**src/rtl/gssim_pkg.sv**
```systemverilog
package gssim_pkg;

    // width of the shared serial datapath
    localparam int UNIT_W = 66;
    localparam int CNT_W = 7;
    localparam int SQRT_STEPS = 32;

    typedef logic [UNIT_W-1:0] word_t;
    typedef logic [UNIT_W:0] rem_t;
    typedef logic [CNT_W-1:0] cnt_t;

    localparam cnt_t DIV_LAST = cnt_t'(UNIT_W - 1);
    localparam cnt_t SQRT_LAST = cnt_t'(SQRT_STEPS - 1);
    localparam rem_t SQRT_BIT0 = rem_t'(1) << 62;

    // rounding offsets and fixed-point one
    localparam word_t RND_Q16 = word_t'(1) << 15;
    localparam word_t RND_Q24 = word_t'(1) << 23;
    localparam word_t RND_Q32 = word_t'(1) << 31;
    localparam word_t ONE_Q16 = word_t'(1) << 16;

    localparam logic [17:0] SSIM_POS_MAX = 18'd131071;
    localparam logic [17:0] SSIM_NEG_MAX = 18'd131072;
    localparam logic [32:0] VAR_CAP = 33'h07FFFFFFF;

    typedef enum logic [1:0] {
        OP_NONE,
        OP_MUL,
        OP_DIV,
        OP_SQRT
    } op_t;

    typedef struct packed {
        logic  start;
        op_t   op;
        word_t a;
        word_t b;
    } unit_req_t;

    typedef struct packed {
        logic  busy;
        logic  done;
        word_t result;
    } unit_rsp_t;

    typedef enum logic [4:0] {
        S_IDLE,
        S_CHK,
        S_MX,
        S_MY,
        S_MXX,
        S_MYY,
        S_MXY,
        S_QX,
        S_QY,
        S_QXY,
        S_VAR,
        S_VV,
        S_SD,
        S_CDIV,
        S_TMAG,
        S_B,
        S_C,
        S_S,
        S_P,
        S_R,
        S_DONE
    } state_t;

endpackage

```
**src/rtl/gssim_accum.sv**
```systemverilog
module gssim_accum #(
    parameter int MAX_SAMPLES_LOG2 = 24
) (
    input  logic                          clk,
    input  logic                          rst_n,
    input  logic                          take,
    input  logic                          clear,
    input  logic [7:0]                    ref_pixel,
    input  logic [7:0]                    test_pixel,
    output logic [MAX_SAMPLES_LOG2:0]     count,
    output logic [MAX_SAMPLES_LOG2+7:0]   sum_ref,
    output logic [MAX_SAMPLES_LOG2+7:0]   sum_test,
    output logic [MAX_SAMPLES_LOG2+15:0]  sum_sq_ref,
    output logic [MAX_SAMPLES_LOG2+15:0]  sum_sq_test,
    output logic [MAX_SAMPLES_LOG2+15:0]  sum_cross
);

    localparam int L = MAX_SAMPLES_LOG2;

    logic [L:0]    count_reg;
    logic [L+7:0]  sum_ref_reg, sum_test_reg;
    logic [L+15:0] sum_sq_ref_reg, sum_sq_test_reg, sum_cross_reg;
    logic          room;

    // count saturates at 2^L, further pairs are dropped
    assign room = ~count_reg[L];

    always_ff @(posedge clk or negedge rst_n)
    begin
        if (!rst_n)
        begin
            count_reg       <= '0;
            sum_ref_reg     <= '0;
            sum_test_reg    <= '0;
            sum_sq_ref_reg  <= '0;
            sum_sq_test_reg <= '0;
            sum_cross_reg   <= '0;
        end
        else if (clear)
        begin
            count_reg       <= '0;
            sum_ref_reg     <= '0;
            sum_test_reg    <= '0;
            sum_sq_ref_reg  <= '0;
            sum_sq_test_reg <= '0;
            sum_cross_reg   <= '0;
        end
        else if (take && room)
        begin
            count_reg       <= count_reg + (L+1)'(1);
            sum_ref_reg     <= sum_ref_reg + (L+8)'(ref_pixel);
            sum_test_reg    <= sum_test_reg + (L+8)'(test_pixel);
            sum_sq_ref_reg  <= sum_sq_ref_reg
                               + (L+16)'({8'd0, ref_pixel} * {8'd0, ref_pixel});
            sum_sq_test_reg <= sum_sq_test_reg
                               + (L+16)'({8'd0, test_pixel} * {8'd0, test_pixel});
            sum_cross_reg   <= sum_cross_reg
                               + (L+16)'({8'd0, ref_pixel} * {8'd0, test_pixel});
        end
    end

    assign count       = count_reg;
    assign sum_ref     = sum_ref_reg;
    assign sum_test    = sum_test_reg;
    assign sum_sq_ref  = sum_sq_ref_reg;
    assign sum_sq_test = sum_sq_test_reg;
    assign sum_cross   = sum_cross_reg;

endmodule

```
**src/rtl/gssim_serial_unit.sv**
```systemverilog
module gssim_serial_unit (
    input  logic                  clk,
    input  logic                  rst_n,
    input  gssim_pkg::unit_req_t  req,
    output gssim_pkg::unit_rsp_t  rsp
);

    gssim_pkg::op_t   op_reg, op_next;
    logic             busy_reg, busy_next;
    logic             done_reg, done_next;
    gssim_pkg::word_t x_reg, x_next;
    gssim_pkg::word_t y_reg, y_next;
    gssim_pkg::rem_t  z_reg, z_next;
    gssim_pkg::cnt_t  cnt_reg, cnt_next;

    gssim_pkg::rem_t  trial;
    gssim_pkg::word_t root_sum;
    logic             ge;

    always_comb
    begin
        op_next   = op_reg;
        busy_next = busy_reg;
        done_next = 1'b0;
        x_next    = x_reg;
        y_next    = y_reg;
        z_next    = z_reg;
        cnt_next  = cnt_reg;
        trial     = {z_reg[gssim_pkg::UNIT_W-1:0], x_reg[gssim_pkg::UNIT_W-1]};
        root_sum  = y_reg + z_reg[gssim_pkg::UNIT_W-1:0];
        ge        = 1'b0;
        if (!busy_reg)
        begin
            if (req.start)
            begin
                op_next   = req.op;
                busy_next = (req.op != gssim_pkg::OP_NONE);
                cnt_next  = '0;
                x_next    = req.a;
                y_next    = (req.op == gssim_pkg::OP_SQRT) ? '0 : req.b;
                z_next    = (req.op == gssim_pkg::OP_SQRT) ? gssim_pkg::SQRT_BIT0 : '0;
            end
        end
        else
        begin
            unique case (op_reg)
                gssim_pkg::OP_MUL:
                begin
                    // shift-add, ends when multiplier runs out of ones
                    if (y_reg == '0)
                    begin
                        busy_next = 1'b0;
                        done_next = 1'b1;
                    end
                    else
                    begin
                        if (y_reg[0])
                            z_next = z_reg + {1'b0, x_reg};
                        x_next = x_reg << 1;
                        y_next = y_reg >> 1;
                    end
                end
                gssim_pkg::OP_DIV:
                begin
                    // restoring divide, one quotient bit a cycle
                    ge     = (trial >= {1'b0, y_reg});
                    z_next = ge ? (trial - {1'b0, y_reg}) : trial;
                    x_next = {x_reg[gssim_pkg::UNIT_W-2:0], ge};
                    cnt_next = cnt_reg + 1'b1;
                    if (cnt_reg == gssim_pkg::DIV_LAST)
                    begin
                        busy_next = 1'b0;
                        done_next = 1'b1;
                    end
                end
                gssim_pkg::OP_SQRT:
                begin
                    // digit-by-digit root, two radicand bits a cycle
                    ge = (x_reg >= root_sum);
                    if (ge)
                    begin
                        x_next = x_reg - root_sum;
                        y_next = (y_reg >> 1) + z_reg[gssim_pkg::UNIT_W-1:0];
                    end
                    else
                    begin
                        y_next = y_reg >> 1;
                    end
                    z_next   = z_reg >> 2;
                    cnt_next = cnt_reg + 1'b1;
                    if (cnt_reg == gssim_pkg::SQRT_LAST)
                    begin
                        busy_next = 1'b0;
                        done_next = 1'b1;
                    end
                end
                default:
                begin
                    busy_next = 1'b0;
                end
            endcase
        end
    end

    always_ff @(posedge clk or negedge rst_n)
    begin
        if (!rst_n)
        begin
            op_reg   <= gssim_pkg::OP_NONE;
            busy_reg <= 1'b0;
            done_reg <= 1'b0;
            cnt_reg  <= '0;
        end
        else
        begin
            op_reg   <= op_next;
            busy_reg <= busy_next;
            done_reg <= done_next;
            cnt_reg  <= cnt_next;
        end
    end

    always_ff @(posedge clk)
    begin
        x_reg <= x_next;
        y_reg <= y_next;
        z_reg <= z_next;
    end

    always_comb
    begin
        rsp.busy = busy_reg;
        rsp.done = done_reg;
        unique case (op_reg)
            gssim_pkg::OP_MUL:  rsp.result = z_reg[gssim_pkg::UNIT_W-1:0];
            gssim_pkg::OP_DIV:  rsp.result = x_reg;
            gssim_pkg::OP_SQRT: rsp.result = y_reg;
            default:            rsp.result = '0;
        endcase
    end

endmodule

```
**src/rtl/global_ssim_accumulator_unit.sv**
```systemverilog
// channel | direction | handshake          | payload
// in      | into      | in_valid, in_stall  | ref_pixel, test_pixel, last_pixel
// out     | out of    | out_valid, out_stall| ssim_fixed, too_few_samples
//
// a word without last_pixel is added to the registered sums; in_stall stays low in idle
// a last word starts the closing math on one shared serial unit (multiply,
// divide, square root, one bit or digit a cycle): nine divides, six shift-add
// multiplies and a square root
// in_stall is high from the last word until its result is in the output register
// the output register lets the next image stream in while out_stall holds a result
// rst_n clears the sums, the sequencer and the output valid asynchronously
module global_ssim_accumulator_unit #(
    parameter int MAX_SAMPLES_LOG2 = 24
) (
    input  logic               clk,
    input  logic               rst_n,
    input  logic               in_valid,
    output logic               in_stall,
    input  logic [7:0]         ref_pixel,
    input  logic [7:0]         test_pixel,
    input  logic               last_pixel,
    output logic               out_valid,
    input  logic               out_stall,
    output logic signed [17:0] ssim_fixed,
    output logic               too_few_samples
);

    localparam int L = MAX_SAMPLES_LOG2;

    gssim_pkg::state_t state_reg, state_next;

    // running sums
    logic [L:0]    count;
    logic [L+7:0]  sum_ref, sum_test;
    logic [L+15:0] sum_sq_ref, sum_sq_test, sum_cross;
    logic [L:0]    count_m1;

    logic in_take;
    logic out_free;
    logic acc_clear;

    // shared unit handshake
    gssim_pkg::unit_req_t req;
    gssim_pkg::unit_rsp_t rsp;
    logic                 started_reg, started_next;
    gssim_pkg::op_t       op_sel;
    gssim_pkg::word_t     op_a, op_b;

    // closing math intermediates (fixed point per stage)
    logic [23:0]      mx_reg, my_reg;
    logic [31:0]      mxx_reg, myy_reg, mxy_reg;
    logic [32:0]      qx_reg, qy_reg, qxy_reg;
    logic [30:0]      vx_reg, vy_reg;
    gssim_pkg::word_t vv_reg;
    logic [31:0]      sd_reg;
    logic             dneg_reg;
    logic [32:0]      dmag_reg;
    logic [33:0]      cmag_reg;
    logic             tneg_reg;
    logic [34:0]      tmag_reg;
    gssim_pkg::word_t b_reg, c_reg, s_reg, p_reg;
    logic [17:0]      ssim_reg;
    logic             few_reg;

    gssim_pkg::word_t den_b, den_c, den_s;
    gssim_pkg::word_t res_q16, res_q24, res_q32;
    logic [32:0]      dvx, dvy;
    logic [17:0]      r_sat;

    // output register
    logic               out_valid_reg, out_valid_next;
    logic signed [17:0] ssim_out_reg;
    logic               few_out_reg;

    gssim_accum #(
        .MAX_SAMPLES_LOG2(L)
    ) u_accum (
        .clk         (clk),
        .rst_n       (rst_n),
        .take        (in_take),
        .clear       (acc_clear),
        .ref_pixel   (ref_pixel),
        .test_pixel  (test_pixel),
        .count       (count),
        .sum_ref     (sum_ref),
        .sum_test    (sum_test),
        .sum_sq_ref  (sum_sq_ref),
        .sum_sq_test (sum_sq_test),
        .sum_cross   (sum_cross)
    );

    gssim_serial_unit u_unit (
        .clk   (clk),
        .rst_n (rst_n),
        .req   (req),
        .rsp   (rsp)
    );

    assign in_stall  = (state_reg != gssim_pkg::S_IDLE);
    assign in_take   = in_valid && !in_stall;
    assign out_free  = !out_valid_reg || !out_stall;
    assign acc_clear = (state_reg == gssim_pkg::S_DONE) && out_free;
    assign count_m1  = count - (L+1)'(1);

    // denominators, each carries the +1 of the stabilizing constant
    assign den_b = gssim_pkg::word_t'(qx_reg) + gssim_pkg::word_t'(qy_reg)
                   + gssim_pkg::ONE_Q16;
    assign den_c = gssim_pkg::word_t'(vx_reg) + gssim_pkg::word_t'(vy_reg)
                   + gssim_pkg::ONE_Q16;
    assign den_s = gssim_pkg::word_t'(sd_reg) + gssim_pkg::ONE_Q16;

    // rounded rescale of the unit result
    assign res_q16 = (rsp.result + gssim_pkg::RND_Q16) >> 16;
    assign res_q24 = (rsp.result + gssim_pkg::RND_Q24) >> 24;
    assign res_q32 = (rsp.result + gssim_pkg::RND_Q32) >> 32;

    assign dvx = {1'b0, mxx_reg} - qx_reg;
    assign dvy = {1'b0, myy_reg} - qy_reg;

    // magnitude saturation, negative side reaches one step further
    always_comb
    begin
        if (tneg_reg)
            r_sat = (res_q32 > gssim_pkg::word_t'(gssim_pkg::SSIM_NEG_MAX))
                    ? gssim_pkg::SSIM_NEG_MAX : res_q32[17:0];
        else
            r_sat = (res_q32 > gssim_pkg::word_t'(gssim_pkg::SSIM_POS_MAX))
                    ? gssim_pkg::SSIM_POS_MAX : res_q32[17:0];
    end

    // next state
    always_comb
    begin
        state_next = state_reg;
        unique case (state_reg)
            gssim_pkg::S_IDLE: if (in_take && last_pixel) state_next = gssim_pkg::S_CHK;
            gssim_pkg::S_CHK:
                state_next = (count < (L+1)'(2)) ? gssim_pkg::S_DONE : gssim_pkg::S_MX;
            gssim_pkg::S_MX:   if (rsp.done) state_next = gssim_pkg::S_MY;
            gssim_pkg::S_MY:   if (rsp.done) state_next = gssim_pkg::S_MXX;
            gssim_pkg::S_MXX:  if (rsp.done) state_next = gssim_pkg::S_MYY;
            gssim_pkg::S_MYY:  if (rsp.done) state_next = gssim_pkg::S_MXY;
            gssim_pkg::S_MXY:  if (rsp.done) state_next = gssim_pkg::S_QX;
            gssim_pkg::S_QX:   if (rsp.done) state_next = gssim_pkg::S_QY;
            gssim_pkg::S_QY:   if (rsp.done) state_next = gssim_pkg::S_QXY;
            gssim_pkg::S_QXY:  if (rsp.done) state_next = gssim_pkg::S_VAR;
            gssim_pkg::S_VAR:  state_next = gssim_pkg::S_VV;
            gssim_pkg::S_VV:   if (rsp.done) state_next = gssim_pkg::S_SD;
            gssim_pkg::S_SD:   if (rsp.done) state_next = gssim_pkg::S_CDIV;
            gssim_pkg::S_CDIV: if (rsp.done) state_next = gssim_pkg::S_TMAG;
            gssim_pkg::S_TMAG: state_next = gssim_pkg::S_B;
            gssim_pkg::S_B:    if (rsp.done) state_next = gssim_pkg::S_C;
            gssim_pkg::S_C:    if (rsp.done) state_next = gssim_pkg::S_S;
            gssim_pkg::S_S:    if (rsp.done) state_next = gssim_pkg::S_P;
            gssim_pkg::S_P:    if (rsp.done) state_next = gssim_pkg::S_R;
            gssim_pkg::S_R:    if (rsp.done) state_next = gssim_pkg::S_DONE;
            gssim_pkg::S_DONE: if (out_free) state_next = gssim_pkg::S_IDLE;
            default:           state_next = gssim_pkg::S_IDLE;
        endcase
    end

    // operation and operands for each step
    always_comb
    begin
        op_sel = gssim_pkg::OP_NONE;
        op_a   = '0;
        op_b   = '0;
        unique case (state_reg)
            gssim_pkg::S_MX:
            begin
                op_sel = gssim_pkg::OP_DIV;
                op_a   = (gssim_pkg::word_t'(sum_ref) << 16) + gssim_pkg::word_t'(count >> 1);
                op_b   = gssim_pkg::word_t'(count);
            end
            gssim_pkg::S_MY:
            begin
                op_sel = gssim_pkg::OP_DIV;
                op_a   = (gssim_pkg::word_t'(sum_test) << 16) + gssim_pkg::word_t'(count >> 1);
                op_b   = gssim_pkg::word_t'(count);
            end
            gssim_pkg::S_MXX:
            begin
                op_sel = gssim_pkg::OP_DIV;
                op_a   = (gssim_pkg::word_t'(sum_sq_ref) << 16)
                         + gssim_pkg::word_t'(count >> 1);
                op_b   = gssim_pkg::word_t'(count);
            end
            gssim_pkg::S_MYY:
            begin
                op_sel = gssim_pkg::OP_DIV;
                op_a   = (gssim_pkg::word_t'(sum_sq_test) << 16)
                         + gssim_pkg::word_t'(count >> 1);
                op_b   = gssim_pkg::word_t'(count);
            end
            gssim_pkg::S_MXY:
            begin
                op_sel = gssim_pkg::OP_DIV;
                op_a   = (gssim_pkg::word_t'(sum_cross) << 16)
                         + gssim_pkg::word_t'(count >> 1);
                op_b   = gssim_pkg::word_t'(count);
            end
            gssim_pkg::S_QX:
            begin
                op_sel = gssim_pkg::OP_MUL;
                op_a   = gssim_pkg::word_t'(mx_reg);
                op_b   = gssim_pkg::word_t'(mx_reg);
            end
            gssim_pkg::S_QY:
            begin
                op_sel = gssim_pkg::OP_MUL;
                op_a   = gssim_pkg::word_t'(my_reg);
                op_b   = gssim_pkg::word_t'(my_reg);
            end
            gssim_pkg::S_QXY:
            begin
                op_sel = gssim_pkg::OP_MUL;
                op_a   = gssim_pkg::word_t'(mx_reg);
                op_b   = gssim_pkg::word_t'(my_reg);
            end
            gssim_pkg::S_VV:
            begin
                op_sel = gssim_pkg::OP_MUL;
                op_a   = gssim_pkg::word_t'(vx_reg);
                op_b   = gssim_pkg::word_t'(vy_reg);
            end
            gssim_pkg::S_SD:
            begin
                op_sel = gssim_pkg::OP_SQRT;
                op_a   = vv_reg;
            end
            gssim_pkg::S_CDIV:
            begin
                // unbiased covariance: d + rnd(d / (n-1))
                op_sel = gssim_pkg::OP_DIV;
                op_a   = gssim_pkg::word_t'(dmag_reg) + gssim_pkg::word_t'(count_m1 >> 1);
                op_b   = gssim_pkg::word_t'(count_m1);
            end
            gssim_pkg::S_B:
            begin
                op_sel = gssim_pkg::OP_DIV;
                op_a   = (gssim_pkg::word_t'({qxy_reg, 1'b0}) + gssim_pkg::ONE_Q16 << 24)
                         + (den_b >> 1);
                op_b   = den_b;
            end
            gssim_pkg::S_C:
            begin
                op_sel = gssim_pkg::OP_DIV;
                op_a   = (gssim_pkg::word_t'({sd_reg, 1'b0}) + gssim_pkg::ONE_Q16 << 24)
                         + (den_c >> 1);
                op_b   = den_c;
            end
            gssim_pkg::S_S:
            begin
                op_sel = gssim_pkg::OP_DIV;
                op_a   = (gssim_pkg::word_t'(tmag_reg) << 24) + (den_s >> 1);
                op_b   = den_s;
            end
            gssim_pkg::S_P:
            begin
                op_sel = gssim_pkg::OP_MUL;
                op_a   = b_reg;
                op_b   = c_reg;
            end
            gssim_pkg::S_R:
            begin
                op_sel = gssim_pkg::OP_MUL;
                op_a   = p_reg;
                op_b   = s_reg;
            end
            default:
            begin
                op_sel = gssim_pkg::OP_NONE;
            end
        endcase
    end

    // one start per step, held off until the step's result comes back
    assign started_next = rsp.done ? 1'b0 : (started_reg || req.start);

    always_comb
    begin
        req.start = (op_sel != gssim_pkg::OP_NONE) && !started_reg;
        req.op    = op_sel;
        req.a     = op_a;
        req.b     = op_b;
    end

    always_ff @(posedge clk or negedge rst_n)
    begin
        if (!rst_n)
        begin
            state_reg     <= gssim_pkg::S_IDLE;
            started_reg   <= 1'b0;
            out_valid_reg <= 1'b0;
        end
        else
        begin
            state_reg     <= state_next;
            started_reg   <= started_next;
            out_valid_reg <= out_valid_next;
        end
    end

    // capture each step's result
    always_ff @(posedge clk)
    begin
        unique case (state_reg)
            gssim_pkg::S_CHK: few_reg <= (count < (L+1)'(2));
            gssim_pkg::S_MX:  if (rsp.done) mx_reg <= rsp.result[23:0];
            gssim_pkg::S_MY:  if (rsp.done) my_reg <= rsp.result[23:0];
            gssim_pkg::S_MXX: if (rsp.done) mxx_reg <= rsp.result[31:0];
            gssim_pkg::S_MYY: if (rsp.done) myy_reg <= rsp.result[31:0];
            gssim_pkg::S_MXY: if (rsp.done) mxy_reg <= rsp.result[31:0];
            gssim_pkg::S_QX:  if (rsp.done) qx_reg <= res_q16[32:0];
            gssim_pkg::S_QY:  if (rsp.done) qy_reg <= res_q16[32:0];
            gssim_pkg::S_QXY: if (rsp.done) qxy_reg <= res_q16[32:0];
            gssim_pkg::S_VAR:
            begin
                // variance floored at zero and capped to 31 bits
                if ({1'b0, mxx_reg} <= qx_reg)
                    vx_reg <= '0;
                else
                    vx_reg <= (dvx > gssim_pkg::VAR_CAP) ? '1 : dvx[30:0];
                if ({1'b0, myy_reg} <= qy_reg)
                    vy_reg <= '0;
                else
                    vy_reg <= (dvy > gssim_pkg::VAR_CAP) ? '1 : dvy[30:0];
                dneg_reg <= ({1'b0, mxy_reg} < qxy_reg);
                dmag_reg <= ({1'b0, mxy_reg} < qxy_reg) ? (qxy_reg - {1'b0, mxy_reg})
                                                        : ({1'b0, mxy_reg} - qxy_reg);
            end
            gssim_pkg::S_VV:  if (rsp.done) vv_reg <= rsp.result;
            gssim_pkg::S_SD:  if (rsp.done) sd_reg <= rsp.result[31:0];
            gssim_pkg::S_CDIV:
                if (rsp.done) cmag_reg <= {1'b0, dmag_reg} + rsp.result[33:0];
            gssim_pkg::S_TMAG:
            begin
                // t = cov + 1, kept as sign and magnitude
                if (dneg_reg)
                begin
                    tneg_reg <= (cmag_reg > 34'h10000);
                    tmag_reg <= (cmag_reg > 34'h10000) ? 35'(cmag_reg - 34'h10000)
                                                       : 35'(34'h10000 - cmag_reg);
                end
                else
                begin
                    tneg_reg <= 1'b0;
                    tmag_reg <= 35'(cmag_reg) + 35'h10000;
                end
            end
            gssim_pkg::S_B:   if (rsp.done) b_reg <= rsp.result;
            gssim_pkg::S_C:   if (rsp.done) c_reg <= rsp.result;
            gssim_pkg::S_S:   if (rsp.done) s_reg <= rsp.result;
            gssim_pkg::S_P:   if (rsp.done) p_reg <= res_q24;
            gssim_pkg::S_R:
                if (rsp.done) ssim_reg <= tneg_reg ? (18'd0 - r_sat) : r_sat;
            default:
            begin
            end
        endcase
    end

    // output register
    always_comb
    begin
        if (acc_clear)
            out_valid_next = 1'b1;
        else if (out_stall)
            out_valid_next = out_valid_reg;
        else
            out_valid_next = 1'b0;
    end

    always_ff @(posedge clk)
    begin
        if (acc_clear)
        begin
            ssim_out_reg <= few_reg ? 18'sd0 : $signed(ssim_reg);
            few_out_reg  <= few_reg;
        end
    end

    assign out_valid       = out_valid_reg;
    assign ssim_fixed      = ssim_out_reg;
    assign too_few_samples = few_out_reg;

`ifndef NO_ASSERTIONS
    a_unit_idle_on_start: assert property (@(posedge clk) disable iff (!rst_n)
        req.start |-> !rsp.busy)
        else $error("shared unit started while busy");

    a_last_starts_math: assert property (@(posedge clk) disable iff (!rst_n)
        (in_valid && !in_stall && last_pixel) |=> (state_reg == gssim_pkg::S_CHK))
        else $error("last word did not start closing math");

    a_result_from_done: assert property (@(posedge clk) disable iff (!rst_n)
        $rose(out_valid) |-> $past(state_reg == gssim_pkg::S_DONE))
        else $error("result appeared outside the done step");

    a_few_gives_zero: assert property (@(posedge clk) disable iff (!rst_n)
        (out_valid && too_few_samples) |-> (ssim_fixed == 18'sd0))
        else $error("too few samples but nonzero ssim");
`endif

endmodule
```
**config.mk**
```make
export PLATFORM = sky130hd
export DESIGN_NAME = global_ssim_accumulator_unit
export DESIGN_NICKNAME = d
export VERILOG_FILES = /design/src/rtl/gssim_pkg.sv /design/src/rtl/gssim_accum.sv /design/src/rtl/gssim_serial_unit.sv /design/src/rtl/global_ssim_accumulator_unit.sv
export SDC_FILE = /design/constraint.sdc
export NUM_CORES = 2
export LEC_CHECK = 0
export ABC_AREA = 0
export BUFFER_PORTS_ARGS = -buffer_cell sky130_fd_sc_hd__buf_2
export CORE_MARGIN = 10
export CORE_UTILIZATION = 25
export CTS_BUF_LIST = sky130_fd_sc_hd__clkbuf_4 sky130_fd_sc_hd__clkbuf_8 sky130_fd_sc_hd__clkbuf_16
export DETAILED_ROUTE_END_ITERATION = 7
export MAX_ROUTING_LAYER = met4
export SYNTH_ARGS = -nofsm -noshare
export SYNTH_HDL_FRONTEND = slang
export SYNTH_SLANG_ARGS = --single-unit
```
**constraint.sdc**
```tcl
create_clock -name clk -period 21.8 [get_ports clk]
set_clock_uncertainty 0.05 [all_clocks]
set_input_delay 3.27 -clock clk [delete_from_list [all_inputs] [get_ports clk]]
set_output_delay 3.27 -clock clk [all_outputs]
set_load 0.01 [all_outputs]
```
* After elaboration in Yosys (flattened, before gate mapping)
Index checks and enable logic that the tools add are counted.
** Word-level totals
- Bits in registers :: 1211
- Output and inout bits :: 21
** Cells by class
- Multiplexer cells :: 80
- Eq/ne operators :: 51
- $lt $le $gt $ge :: 11
- Multipliers :: 3
- Bitwise gates (word level) :: 2
- Reductions and logical operators :: 45
- Add/sub/neg operators :: 41
** Operators with widths (number)
- $pmux 66 s15 :: 1
- $pmux 66 s10 :: 1
- $mux 66 :: 9
- $pmux 66 s3 :: 2
- $mux 67 :: 5
- $mux 40 :: 6
- $pmux 67 s3 :: 1
- $add 56x24->57 :: 3
- $pmux 66 s2 :: 1
- $mux 32 :: 4
- $add 40x16->40 :: 3
- $add 34x17->35 const B :: 3
- $pmux 5 s21 :: 1
- $sub 32x33->33 :: 3
- $add 48x24->49 :: 2
- $mux 5 :: 19
- $mux 18 :: 4
- $mux 35 :: 2
- $gt 34x17->1 const B :: 2
- $add 67x66->67 :: 1
- $ge 67x66->1 :: 1
- $sub 67x66->67 :: 1
- $add 32x17->33 const B :: 2
- $add 65x66->66 :: 1
- other kinds (65) :: 155

* Longest topological paths before layout
- Depth in word-level cells :: 8
- Gate-level depth with buffers :: 32
- Depth with buffers taken out :: 30

* Modules after synthesis
From an unflattened synthesis, not the netlist that was laid out.
** Second synthesis, totals
- Cells, all modules :: 11409
- Area, all modules :: 102751.0 um^2
** Modules (own cells, without submodules)
- global_ssim_accumulator_unit :: area each 53633.9 um^2, times used 1, cells an instance 5322
- gssim_serial_unit :: area each 31433.9 um^2, times used 1, cells an instance 4116
- gssim_accum :: area each 17683.2 um^2, times used 1, cells an instance 1971

* Worst setup path after synthesis
OpenSTA, ideal clock, no wires.
- Path kind :: reg-to-reg
- Start point :: register state_reg[0]
- End point :: register dmag_reg[0], enable pin
- Setup time :: 0.786 ns
- Path buffers :: 3
- Arrival :: 10.100 ns
- Required time :: 20.964 ns
- Path slack :: 10.864 ns
- Stages on the path, launching flop included :: 5
- Cell sequence :: dfrtp_1 > buf_2 > clkbuf_1 > buf_1 > nor4_1
** On the way
- Word-level cells in the longest chain between the ends :: 1
** Ends and longest elaborated chain
- start: declaration :: RTL line global_ssim_accumulator_unit.sv:30 : gssim_pkg::state_t state_reg, state_next;
- start signal: assignment :: RTL line global_ssim_accumulator_unit.sv:292 : state_reg <= gssim_pkg::S_IDLE;
- start signal: assignment :: RTL line global_ssim_accumulator_unit.sv:298 : state_reg <= state_next;
- $eq 5x4->1 :: RTL line global_ssim_accumulator_unit.sv:307 : unique case (state_reg)
- end signal: assignment :: RTL line global_ssim_accumulator_unit.sv:329 : dmag_reg <= ({1'b0, mxy_reg} < qxy_reg) ? (qxy_reg - {1'b0, mxy_reg})
- end: declaration :: RTL line global_ssim_accumulator_unit.sv:57 : logic [32:0] dmag_reg;
Every way passes these cells.
A chain may end at the register's enable or synchronous reset.

* Final worst setup path
- Start point :: register u_unit.y_reg[0]
- End point :: register u_unit.y_reg[31] (data pin)
** On the way
- Word-level cells in the longest chain between the ends :: 5
** Ends and longest elaborated chain
- start: declaration :: RTL line gssim_serial_unit.sv:12 : gssim_pkg::word_t y_reg, y_next;
- start signal: assignment :: RTL line gssim_serial_unit.sv:126 : y_reg <= y_next;
- $add 66x66->66 :: RTL line gssim_serial_unit.sv:30 : root_sum = y_reg + z_reg[gssim_pkg::UNIT_W-1:0];
- $ge 66x66->1 :: RTL line gssim_serial_unit.sv:79 : ge = (x_reg >= root_sum);
- $mux 66 :: RTL line gssim_serial_unit.sv:80 : if (ge)
- $pmux 66 s2 :: RTL line gssim_serial_unit.sv:46 : unique case (op_reg)
- $mux 66 :: RTL line gssim_serial_unit.sv:32 : if (!busy_reg)
- via u_unit.y_next[31] :: RTL line gssim_serial_unit.sv:12
The timed path passes the listed nets, and every way through them passes these cells.

==> results by group <==
Status
  • Status: complete, but fails checks
  • Failing checks: design-rule violations, max-slew violations

Synthesis
  • Ys Warns: 0
  • Synth Cell Area: 98200 sq um
  • Register area share after synthesis: 35.9%
  • Async S/R FF share, synth: 18.7%
  • Unique masters post-synth: 109
  • Syn_area_per_cell: 9.23 sq um
  • Yosys top cell by area: edfxtp_1
  • Top area cells in the synthesized netlist: edfxtp_1 30%, ha_1 11%, dfrtp_1 5.8%
  • Synth Net Count: 11600
  • Seq cells post-synth: 1211
  • Primary FF master, synth: edfxtp_1
  • Cells after Synth: 10600
  • Yosys top cell area share: 30.1%
  • EDFF count, synth: 984

Drt
  • Top routing layer in use: met4
  • Vias: 87300
  • DRC Markers: 28
  • Routed wl met3: 43000 um
  • DRT met1 WL: 168000 um
  • Routed Antenna Nets: 0
  • Initial DRC count: 12800
  • Drt pass-1 iters: 8
  • Vias/cell: 5.51
  • Drt total wl: 416000 um
  • Met2 wire len: 176000 um
  • Wirelength per Cell: 26.3 um

Global route
  • All-Layer GR Usage: 19.5%
  • Initial antenna violation count: 37
  • First-pass GRT wire length: 591000 um
  • Largest net degree at the start of global routing: 114
  • Vias in the first global route: 81500
  • Total gr overflow: 0

Placement
  • Setup slack after placement: 12680 ps
  • RePlAce Congestion: 1.08
  • Post-DP HPWL: 324000 um
  • I/O Buffers: 41
  • Placed instance area: 105000 sq um

Timing
  • Period utilization: 42.4%
  • Worst setup margin: 12550 ps
  • Final Hold Viols: 0
  • Tmin final: 9250 ps
  • Slew at the pin closest to its max-slew limit: 1530 ps
  • Worst Hold Slack: 471 ps
  • Pins Over Slew Limit: 2
  • # setup viols final: 0
  • RSZ-0062 raised after global routing: no
  • Fmax: 108 MHz
  • Slew margin rel.: -1.89%
  • Setup TNS: 0 ps

Die
  • Die width: 647 um
  • Ports: 42
  • Starting Density: 25.1%
  • Die area: 418000 sq um
  • Die height: 647 um
  • # rows: 230
  • Core area: 392000 sq um

Finish
  • P&R area growth vs syn: 11.3%
  • Finished Core Util: 27.9%
  • Layout Nets: 11500
  • Most frequent cells in the layout: 984 x edfxtp_1, 895 x nand2_1, 837 x ha_1
  • Design area: 109000 sq um
  • Largest register FFs: 67
  • Commonest non-fill, non-tap cell in the layout: edfxtp_1
  • Layout cell share with drive strength beyond 1: 5.95%
  • Fill cell count: 41500

Critical path
  • Crit path DAT: 9780 ps
  • Critical path class: reg2reg
  • Reg-to-reg critical path startpoint: u_unit.y_reg[0]
  • Critical Path Sink Type: flip-flop
  • Worst EP required: 22330 ps
  • Critical path peak fanout: 63
  • CP peak stage delay: 670 ps
  • Sum of buffers and inverters on the critical path: 3
  • Worst Setup Start Kind: flip-flop
  • CP startpoint: u_unit.y_reg[0]
  • CP delay by family, top: compound AO/OA/AOI/OAI gates
  • Slowest stage cell, crit path: a2111oi_0

Hold path
  • Hold Startpoint: u_accum.sum_test[4]
  • HP Class: reg2reg

CTS
  • Post-CTS setup buffers: 0
  • CTS sink cnt: 1211
  • CTS root buf: clkbuf_16
  • CTS Buf Count: 147
  • CTS tree: built
  • Clock latency on the worst-skew pair: 870 ps
  • Hold_buf cts: 0
  • H-tree lvl count: 4
  • Reg clk slew, reported paths: 60 ps
  • Post_cts resized: 0
  • CTS Buffer Depth: 4

Power and ir drop
  • PD cells: 95.0 nW/um^2
  • Gate power share: 46.8%
  • Clock power frac: 23.8%
  • Sequential share of power: 29.5%
  • Leakage Power: 42.6 nW
  • Internal power: 5.79 mW
  • Switch share: 44.2%
  • Sw power: 4.60 mW
  • Peak VDD IR: 88.6 uV

Flow run
  • Total of max-cap violations: 0
==> cells in the mapped netlist, types with 153 or more instances <==
cell	n
nand3_1	258
o21ai_0	625
nand2_1	896
edfxtp_1	984
dfrtp_1	227
clkbuf_1	407
xnor2_1	571
inv_1	655
xor2_1	396
nor3_1	223
a21oi_1	828
a22oi_1	153
a222oi_1	182
a21o_1	252
nor2_1	791
ha_1	841
==> worst reg2reg max path, delay by kind of cell, from the launching register on <==
| family | cells | cell delay, ps |
|---|---|---|
| AOI/OAI and AO/OA | 15 | 4300 |
| and+or+nand+nor | 10 | 1580 |
| xor gates and xnor gates | 1 | 170 |
| DFF | 1 | 520 |
| buffers and inverters | 3 | 1280 |
| adders and majority gates | 3 | 1070 |
==> stage by stage <==
step                      total power [mW]  std cells
after floorplan                       5.92      10600
after global placement                7.75      15600
after detailed placement              7.76      15600
after CTS                             10.2      15800
after global routing                  10.8      15900
final                                 10.4      15900
==> kinds of logic (layout without fill, tap and decap cells) <==
| logic type | count (synthesis) | count (layout) | share of synthesized area, % |
|---|---|---|---|
| buf+inv | 1149 | 1130 | 4.50 |
| compound gates | 3107 | 3107 | 21.1 |
| simple gates | 3151 | 3151 | 15.6 |
| fa+ha+maj | 989 | 989 | 13.7 |
| flops | 1211 | 1211 | 35.9 |
| xor+xnor | 969 | 969 | 8.66 |
| mux | 59 | 59 | 0.626 |
| other cells | 0 | 25 | 0 |
==> cell type report <==
type / instances / area [sq um] / share of cell area (%)
inverter: 657 / 2470 / 2.26
multi-input combinational: 8275 / 58800 / 53.8
clock buffer: 181 / 4040 / 3.69
timing repair buffer: 223 / 1590 / 1.46
antenna: 25 / 62.6 / 0.0572
tap: 5220 / 6530 / 5.97
sequential: 1211 / 35200 / 32.2
clock inverter: 69 / 553 / 0.506
==> per-layer routing <==
layer,GRT usage (%),vias up
li1,-,39100
met1,25.0,42600
met2,28.3,4700
met3,4.29,884
met4,11.4,0
met5,-,-
==> power by group through the flow <==
stage / registers [mW] / clock network [mW] / logic (mW)
after global placement: 3.09 / 0 / 4.66
after CTS: 3.05 / 2.49 / 4.69
after global routing: 3.07 / 2.57 / 5.14
after detailed placement: 3.09 / 0 / 4.66
final: 3.06 / 2.47 / 4.86
after floorplan: 2.99 / 0 / 2.93
==> worst paths after layout <==
path                                    endpoint  slack (ps)  cells after the start
setup / recovery                u_unit.y_reg[31]       12550                     32
setup reg to reg                u_unit.y_reg[31]       12550                     32
hold / removal               u_accum.sum_test[4]         470                      2
hold reg to reg              u_accum.sum_test[4]         470                      2
max in group asynchronous        u_unit.done_reg       16980                      3
min in group asynchronous  u_accum.sum_cross[34]        2490                      1
No activity file was read; power rests on OpenSTA's default activity.
